$ cat config.mk
export PLATFORM = sky130hd
export DESIGN_NAME = motor_command_frame_encoder_unit
export DESIGN_NICKNAME = d
export VERILOG_FILES = /design/src/hw/rtl/mcfe_pkg.sv /design/src/hw/rtl/mcfe_frame_select.sv /design/src/hw/rtl/mcfe_byte_seq.sv /design/src/hw/rtl/motor_command_frame_encoder_unit.sv
export SDC_FILE = /design/constraint.sdc
export NUM_CORES = 1
export LEC_CHECK = 0
export ABC_AREA = 1
export BUFFER_PORTS_ARGS = -buffer_cell sky130_fd_sc_hd__buf_2
export CORE_MARGIN = 1.5
export CORE_UTILIZATION = 55
export CTS_BUF_LIST = sky130_fd_sc_hd__clkbuf_8
export DETAILED_ROUTE_END_ITERATION = 6
export GPL_ROUTABILITY_DRIVEN = 0
export HOLD_SLACK_MARGIN = 0.08
export PLACE_DENSITY = 0.83
export SETUP_SLACK_MARGIN = 0.02
export SLEW_MARGIN = 20
export SYNTH_ARGS = -nofsm -noshare
export SYNTH_HDL_FRONTEND = slang
export SYNTH_SLANG_ARGS = --single-unit
export TNS_END_PERCENT = 30
$ cat constraint.sdc
create_clock -name clk -period 3.8 [get_ports clk]
set_clock_uncertainty 0.1 [all_clocks]
set_input_delay 0.38 -clock clk [delete_from_list [all_inputs] [get_ports clk]]
set_output_delay 0.38 -clock clk [all_outputs]
set_load 0.05 [all_outputs]
$ cat src/hw/rtl/mcfe_pkg.sv
`timescale 1ns / 1ps

package mcfe_pkg;

    localparam logic [1:0] CMD_DUTY  = 2'd0;
    localparam logic [1:0] CMD_BRAKE = 2'd1;
    localparam logic [1:0] CMD_SERVO = 2'd2;
    localparam logic [1:0] CMD_STOP  = 2'd3;

    localparam logic CFG_BRAKE  = 1'b0;
    localparam logic CFG_CENTER = 1'b1;

    localparam logic [7:0] OP_DUTY  = 8'd5;
    localparam logic [7:0] OP_BRAKE = 8'd7;
    localparam logic [7:0] OP_SERVO = 8'd12;

    localparam logic [7:0] START_BYTE = 8'h02;
    localparam logic [7:0] END_BYTE   = 8'h03;

    localparam logic [15:0] CRC_POLY   = 16'h1021;
    localparam logic [9:0]  SERVO_MAX  = 10'd1000;
    localparam logic [9:0]  CENTER_RST = 10'd500;

    localparam logic [3:0] LEN_WORD  = 4'd5;
    localparam logic [3:0] LEN_SERVO = 4'd3;

    typedef struct packed {
        logic [3:0]      len;
        logic [4:0][7:0] payload;
        logic            final_frame;
    } frame_desc_t;

    // CRC16-XMODEM update by one byte, one polynomial step per bit.
    function automatic logic [15:0] crc_byte(input logic [15:0] crc_in, input logic [7:0] b);
        logic [15:0] c;
        c = crc_in ^ {b, 8'h00};
        for (int i = 0; i < 8; i++) begin
            if (c[15]) begin
                c = {c[14:0], 1'b0} ^ CRC_POLY;
            end
            else begin
                c = {c[14:0], 1'b0};
            end
        end
        return c;
    endfunction

    function automatic frame_desc_t word_frame(input logic [7:0] op, input logic [31:0] w);
        frame_desc_t d;
        d.len         = LEN_WORD;
        d.payload[0]  = op;
        d.payload[1]  = w[31:24];
        d.payload[2]  = w[23:16];
        d.payload[3]  = w[15:8];
        d.payload[4]  = w[7:0];
        d.final_frame = 1'b0;
        return d;
    endfunction

    function automatic frame_desc_t servo_frame(input logic [9:0] pos);
        frame_desc_t d;
        d.len         = LEN_SERVO;
        d.payload[0]  = OP_SERVO;
        d.payload[1]  = {6'd0, pos[9:8]};
        d.payload[2]  = pos[7:0];
        d.payload[3]  = 8'd0;
        d.payload[4]  = 8'd0;
        d.final_frame = 1'b0;
        return d;
    endfunction

endpackage

$ cat src/hw/rtl/mcfe_frame_select.sv
`timescale 1ns / 1ps

module mcfe_frame_select (
    input  logic [1:0]           cmd,
    input  logic signed [31:0]   value,
    input  logic [1:0]           frame_idx,
    input  logic signed [31:0]   brake_cfg,
    input  logic [9:0]           center_cfg,
    output mcfe_pkg::frame_desc_t desc
);

    logic [9:0] servo_pos;
    logic [9:0] center_pos;

    always_comb
    begin
        if (value[31]) begin
            servo_pos = 10'd0;
        end
        else if (value > $signed({22'd0, mcfe_pkg::SERVO_MAX})) begin
            servo_pos = mcfe_pkg::SERVO_MAX;
        end
        else begin
            servo_pos = value[9:0];
        end

        center_pos = (center_cfg > mcfe_pkg::SERVO_MAX) ? mcfe_pkg::SERVO_MAX : center_cfg;
    end

    always_comb
    begin
        case (cmd)
            mcfe_pkg::CMD_DUTY:
            begin
                desc             = mcfe_pkg::word_frame(mcfe_pkg::OP_DUTY, value);
                desc.final_frame = 1'b1;
            end
            mcfe_pkg::CMD_BRAKE:
            begin
                desc             = mcfe_pkg::word_frame(mcfe_pkg::OP_BRAKE, value);
                desc.final_frame = 1'b1;
            end
            mcfe_pkg::CMD_SERVO:
            begin
                desc             = mcfe_pkg::servo_frame(servo_pos);
                desc.final_frame = 1'b1;
            end
            default:
            begin
                // Safe stop walks through three frames.
                case (frame_idx)
                    2'd0:    desc = mcfe_pkg::word_frame(mcfe_pkg::OP_DUTY, 32'd0);
                    2'd1:    desc = mcfe_pkg::word_frame(mcfe_pkg::OP_BRAKE, brake_cfg);
                    default:
                    begin
                        desc             = mcfe_pkg::servo_frame(center_pos);
                        desc.final_frame = 1'b1;
                    end
                endcase
            end
        endcase
    end

endmodule

$ cat src/hw/rtl/mcfe_byte_seq.sv
`timescale 1ns / 1ps

module mcfe_byte_seq (
    input  logic                 clk,
    input  logic                 rst_n,
    input  logic                 in_valid,
    output logic                 in_ready,
    input  logic [1:0]           cmd,
    input  logic signed [31:0]   value,
    input  logic signed [31:0]   brake_cfg,
    input  logic [9:0]           center_cfg,
    output logic                 out_valid,
    input  logic                 out_ready,
    output logic [7:0]           out_byte,
    output logic                 frame_end,
    output logic                 last
);

    logic                busy_reg, busy_next;
    logic [1:0]          cmd_reg, cmd_next;
    logic signed [31:0]  value_reg, value_next;
    logic [1:0]          frame_reg, frame_next;
    logic [3:0]          pos_reg, pos_next;
    logic [15:0]         crc_reg, crc_next;
    logic                out_valid_reg, out_valid_next;
    logic [7:0]          out_byte_reg, out_byte_next;
    logic                frame_end_reg, frame_end_next;
    logic                last_reg, last_next;

    mcfe_pkg::frame_desc_t desc;

    logic        advance;
    logic        accept;
    logic [3:0]  end_pos;
    logic        frame_done;
    logic        cmd_done;
    logic        is_payload;
    logic [2:0]  pidx;
    logic [7:0]  pl_byte;
    logic [7:0]  cur_byte;

    mcfe_frame_select u_sel (
        .cmd        (cmd_reg),
        .value      (value_reg),
        .frame_idx  (frame_reg),
        .brake_cfg  (brake_cfg),
        .center_cfg (center_cfg),
        .desc       (desc)
    );

    always_comb
    begin
        advance    = busy_reg && (!out_valid_reg || out_ready);
        end_pos    = desc.len + 4'd4;
        frame_done = (pos_reg == end_pos);
        cmd_done   = frame_done && desc.final_frame;
        // The next request is taken while the last byte moves to the output register.
        in_ready   = !busy_reg || (advance && cmd_done);
        accept     = in_valid && in_ready;
        is_payload = (pos_reg >= 4'd2) && (pos_reg < desc.len + 4'd2);
        pidx       = 3'(pos_reg - 4'd2);

        case (pidx)
            3'd0:    pl_byte = desc.payload[0];
            3'd1:    pl_byte = desc.payload[1];
            3'd2:    pl_byte = desc.payload[2];
            3'd3:    pl_byte = desc.payload[3];
            default: pl_byte = desc.payload[4];
        endcase

        if (pos_reg == 4'd0) begin
            cur_byte = mcfe_pkg::START_BYTE;
        end
        else if (pos_reg == 4'd1) begin
            cur_byte = {4'd0, desc.len};
        end
        else if (is_payload) begin
            cur_byte = pl_byte;
        end
        else if (pos_reg == desc.len + 4'd2) begin
            cur_byte = crc_reg[15:8];
        end
        else if (pos_reg == desc.len + 4'd3) begin
            cur_byte = crc_reg[7:0];
        end
        else begin
            cur_byte = mcfe_pkg::END_BYTE;
        end
    end

    always_comb
    begin
        busy_next      = busy_reg;
        cmd_next       = cmd_reg;
        value_next     = value_reg;
        frame_next     = frame_reg;
        pos_next       = pos_reg;
        crc_next       = crc_reg;
        out_valid_next = out_valid_reg;
        out_byte_next  = out_byte_reg;
        frame_end_next = frame_end_reg;
        last_next      = last_reg;

        if (advance) begin
            out_valid_next = 1'b1;
            out_byte_next  = cur_byte;
            frame_end_next = frame_done;
            last_next      = cmd_done;

            if (pos_reg == 4'd0) begin
                crc_next = 16'd0;
            end
            else if (is_payload) begin
                crc_next = mcfe_pkg::crc_byte(crc_reg, pl_byte);
            end

            if (cmd_done) begin
                busy_next = 1'b0;
            end
            else if (frame_done) begin
                frame_next = frame_reg + 2'd1;
                pos_next   = 4'd0;
            end
            else begin
                pos_next = pos_reg + 4'd1;
            end
        end
        else if (out_ready) begin
            out_valid_next = 1'b0;
        end

        if (accept) begin
            busy_next  = 1'b1;
            cmd_next   = cmd;
            value_next = value;
            frame_next = 2'd0;
            pos_next   = 4'd0;
        end
    end

    always_ff @(posedge clk or negedge rst_n)
    begin
        if (!rst_n) begin
            busy_reg      <= 1'b0;
            frame_reg     <= 2'd0;
            pos_reg       <= 4'd0;
            out_valid_reg <= 1'b0;
        end
        else begin
            busy_reg      <= busy_next;
            frame_reg     <= frame_next;
            pos_reg       <= pos_next;
            out_valid_reg <= out_valid_next;
        end
    end

    always_ff @(posedge clk)
    begin
        cmd_reg       <= cmd_next;
        value_reg     <= value_next;
        crc_reg       <= crc_next;
        out_byte_reg  <= out_byte_next;
        frame_end_reg <= frame_end_next;
        last_reg      <= last_next;
    end

    assign out_valid = out_valid_reg;
    assign out_byte  = out_byte_reg;
    assign frame_end = frame_end_reg;
    assign last      = last_reg;

endmodule

$ cat src/hw/rtl/motor_command_frame_encoder_unit.sv
`timescale 1ns / 1ps

// Latency: the start byte of a frame reaches the output register at the edge after the
// request is taken, or later while a held output byte waits for out_ready.
// Throughput: one frame byte per cycle unless out_ready stalls; a request sends 10 bytes
// (duty, brake), 8 (servo) or 28 (safe stop) from one sequencer with a CRC step per byte.
// Reset clears the sequencer and output valid, sets the brake register to 0 and the
// center register to 500.
module motor_command_frame_encoder_unit (
    input  logic                 clk,
    input  logic                 rst_n,
    input  logic                 cfg_write,
    input  logic                 cfg_index,
    input  logic [31:0]          cfg_data,
    input  logic                 in_valid,
    output logic                 in_ready,
    input  logic [1:0]           cmd,
    input  logic signed [31:0]   value,
    output logic                 out_valid,
    input  logic                 out_ready,
    output logic [7:0]           out_byte,
    output logic                 frame_end,
    output logic                 last
);

    logic signed [31:0] brake_cfg_reg, brake_cfg_next;
    logic [9:0]         center_cfg_reg, center_cfg_next;

    always_comb
    begin
        brake_cfg_next  = brake_cfg_reg;
        center_cfg_next = center_cfg_reg;
        if (cfg_write) begin
            case (cfg_index)
                mcfe_pkg::CFG_BRAKE:  brake_cfg_next  = cfg_data;
                mcfe_pkg::CFG_CENTER: center_cfg_next = cfg_data[9:0];
                default:              brake_cfg_next  = brake_cfg_reg;
            endcase
        end
    end

    always_ff @(posedge clk or negedge rst_n)
    begin
        if (!rst_n) begin
            brake_cfg_reg  <= 32'sd0;
            center_cfg_reg <= mcfe_pkg::CENTER_RST;
        end
        else begin
            brake_cfg_reg  <= brake_cfg_next;
            center_cfg_reg <= center_cfg_next;
        end
    end

    mcfe_byte_seq u_seq (
        .clk        (clk),
        .rst_n      (rst_n),
        .in_valid   (in_valid),
        .in_ready   (in_ready),
        .cmd        (cmd),
        .value      (value),
        .brake_cfg  (brake_cfg_reg),
        .center_cfg (center_cfg_reg),
        .out_valid  (out_valid),
        .out_ready  (out_ready),
        .out_byte   (out_byte),
        .frame_end  (frame_end),
        .last       (last)
    );

endmodule

==> flow_summary.toml <==
[final_layout]
drive_gt1_share_pct = 19.9
utilization_pct = 67.6
areaGrowthSynthToFinish_pct = 19.8
final_cells = 925
regArea_um2 = 3060
multi_input_area_um2 = 2340
antenna_cells = 0
final_nets = 866
nFillCells = 831
finalInstanceArea_um2 = 6950

[setup_path]
worstPathCellList = "inv_1, ha_1, nor2_8, inv_2, nand2_2, nand2_2, inv_1, ha_1, inv_1, ha_1, a21oi_1, nand3_1, nor2_2, inv_1, a21oi_1, buf_4"
reg2reg_to = "u_seq.crc_reg[9]"
r2r_slack_ns = 0.46
worst-r2r-cell-count = 16
cp.required_ns = 3.77
cp.arrival_ns = 3.32
critPathKind = "reg -> reg"
crit_slowest_cell = "dfrtp_1"
worst-path-max-fanout = 16
slowest_delay_ns = 0.36
cpMostUsedCell = "inv_1"
crit_path_start_kind = "flip-flop"
r2r-start = "u_seq.frame_reg[0]"
cp-end-kind = "flip-flop"

[sta]
tightest_slew_ns = 0.734
maxSlewHeadroom_pct = 50.9
timing.final.crit_share_pct = 88.0
min_period_ns = 3.34
whs_ns = 0.0920
final_hold_viol_count = 0
rsz0062_at_grt = "no"
setup_viol = 0
max_freq_mhz = 299
slew_viol_final = 0
worst_slack_ns = 0.457
fin_setup_tns_ns = 0

[power_and_ir_drop]
p_per_area_nw_per_um2 = 817
power.ir.vdd_worst_mv = 0.538
power.leakage_nw = 3.25
finalPower_mw = 5.68

[synthesis]
synth.cell_area_um2 = 5800
ys_types = 41
ys_ff_latch = 110
synth_warnings = 0
yosysSeqAreaShare_pct = 52.8
syn_inst = 666
synth_nets = 748
synth_area_per_cell_um2 = 8.71

[drt]
drc = 0
avgRoutedWirePerCell_um = 16.3
via_count = 5132
met2_length_um = 7470
via_per_inst = 5.55
drt-total-wl_um = 15000
top_layer = "met4"
drt_iter0_drc = 521
drt-met1-wl_um = 6000
wl_met3_um = 1090
drtAntennaViolNets = 0
drt_pass1_iterations = 6

[place]
hpwl_um = 10700
post_dp_cell_area_um2 = 6390
pre_cts_ws_ns = 0.276
dp.cells = 876
portBuffers = 83

[clocking]
cts_root_buf = "clkbuf_8"
clk_path_buf_depth = 2
tritoncts = "done"
cts_setup_buffers = 0
worstSkewPairLatency_ns = 0.38
cts_made_buffers = 9
htreeDepth = 3
clk_pin_slew_worst_paths_ns = 0.10
clock_sinks = 110

[floorplanning]
dieWidth_um = 106
die_y_um = 106
core_um2 = 10300
io_pins = 84
start_util_pct = 56.4
die_area_um2 = 11200
core.rowCount = 37

[hold_path]
min_from = "value[29]"
hold_class = "in -> reg"
holdPathStages = 1
hold_path_end = "u_seq.value_reg[29]"

[global_route]
grt_pass1_vias = 5096
antenna_found_initial = 0
grt-ovfl-total = 0
grt_usage_pct = 28.2
grt_pass1_wl_um = 24100
grt_max_degree = 51

[run]
cap_violations = 0

[outcome]
status = "finished, final reports clean"
## metal layers
layer  track usage (%)  up-vias
met5                 0        -
met4              12.5        0
met3              4.89       46
met2              48.8      241
met1              34.5     2384
li1                  -     2461
## synth_stat cells (all sizes together)
library cell	instances	share of area (%)
mux2	22	4.3
a21oi	35	3.1
and2	1	0.11
a21boi	1	0.13
buf	4	0.41
dfstp	6	2.7
clkinv	3	0.22
nand4	6	0.65
inv	85	5.5
nor2	59	4.1
ha	10	2.2
a31oi	2	0.22
nor3	10	1.1
edfxtp	60	31
o221ai	1	0.15
clkbuf	13	0.84
a2111oi	2	0.30
nor4	2	0.22
a22oi	13	1.7
nand3	31	2.8
a211oi	2	0.26
o21bai	1	0.13
o21ai	49	4.4
dfrtp	44	19
o22ai	9	0.97
o32ai	1	0.15
a221oi	5	0.75
nand2	189	13
## cells by family after synthesis
group,share of synthesized area [%]
buffers and inverters,6.97
AO/OA/AOI/OAI,12.3
multiplexers,4.27
AND/OR/NAND/NOR,21.6
flip-flops,52.8
adder cells (fa/ha/maj),2.16
## worst max-delay path, delay by kind of cell, from the launching register on
kind                       cells  cell delay (ns)
and+or+nand+nor                5             0.81
buffers and inverters          6             0.73
adders and majority gates      3             0.69
DFF                            1             0.36
AOI/OAI and AO/OA              2             0.34
## placed cells by master (no fill, tap or decap), drive strengths merged, types with 9 or more instances in the layout
cell type    instances
edfxtp              60
nand2              189
o22ai                9
clkbuf              11
a22oi               13
dfrtp               44
ha                  10
nand3               31
inv                 86
a21oi               35
o21ai               49
mux2                22
nor2                59
buf                 91
dlygate4sd3         33
nor3                10
## final cells by class
type                       instances  area share (%)
clock inverter                     5            1.13
tap                              136            2.45
sequential                       110            44.0
inverter                          88            4.77
multi-input combinational        451            33.6
timing repair buffer             124            11.8
clock buffer                      11            2.18
## repair_timing
item                                   in CTS  in global routing
hold buffers                               31                  2
setup endpoints to repair                   0                 16
endpoints found under the hold margin      31                 45
resized for setup                           0                  1
## how the worst max path moves through the flow
stage | endpoint | depth (start not counted) | startpoint
floorplan | u_seq.crc_reg[0] | 15 | u_seq.frame_reg[0]
detailed placement | u_seq.crc_reg[5] | 16 | u_seq.frame_reg[0]
CTS | u_seq.crc_reg[9] | 16 | u_seq.frame_reg[0]
global placement | u_seq.crc_reg[12] | 16 | u_seq.frame_reg[0]
global route | u_seq.crc_reg[9] | 16 | u_seq.frame_reg[0]
finish | u_seq.crc_reg[9] | 16 | u_seq.frame_reg[0]
## power breakdown
group | total (mW) | leakage [nW] | switching, mW | internal, mW
Combinational | 2.92 | 1.98 | 2.03 | 0.891
Sequential | 1.95 | 1.16 | 0.201 | 1.75
Clock | 0.809 | 0.120 | 0.401 | 0.408
Total | 5.68 | 3.25 | 2.63 | 3.05
Power figures use the tool's default switching activity.
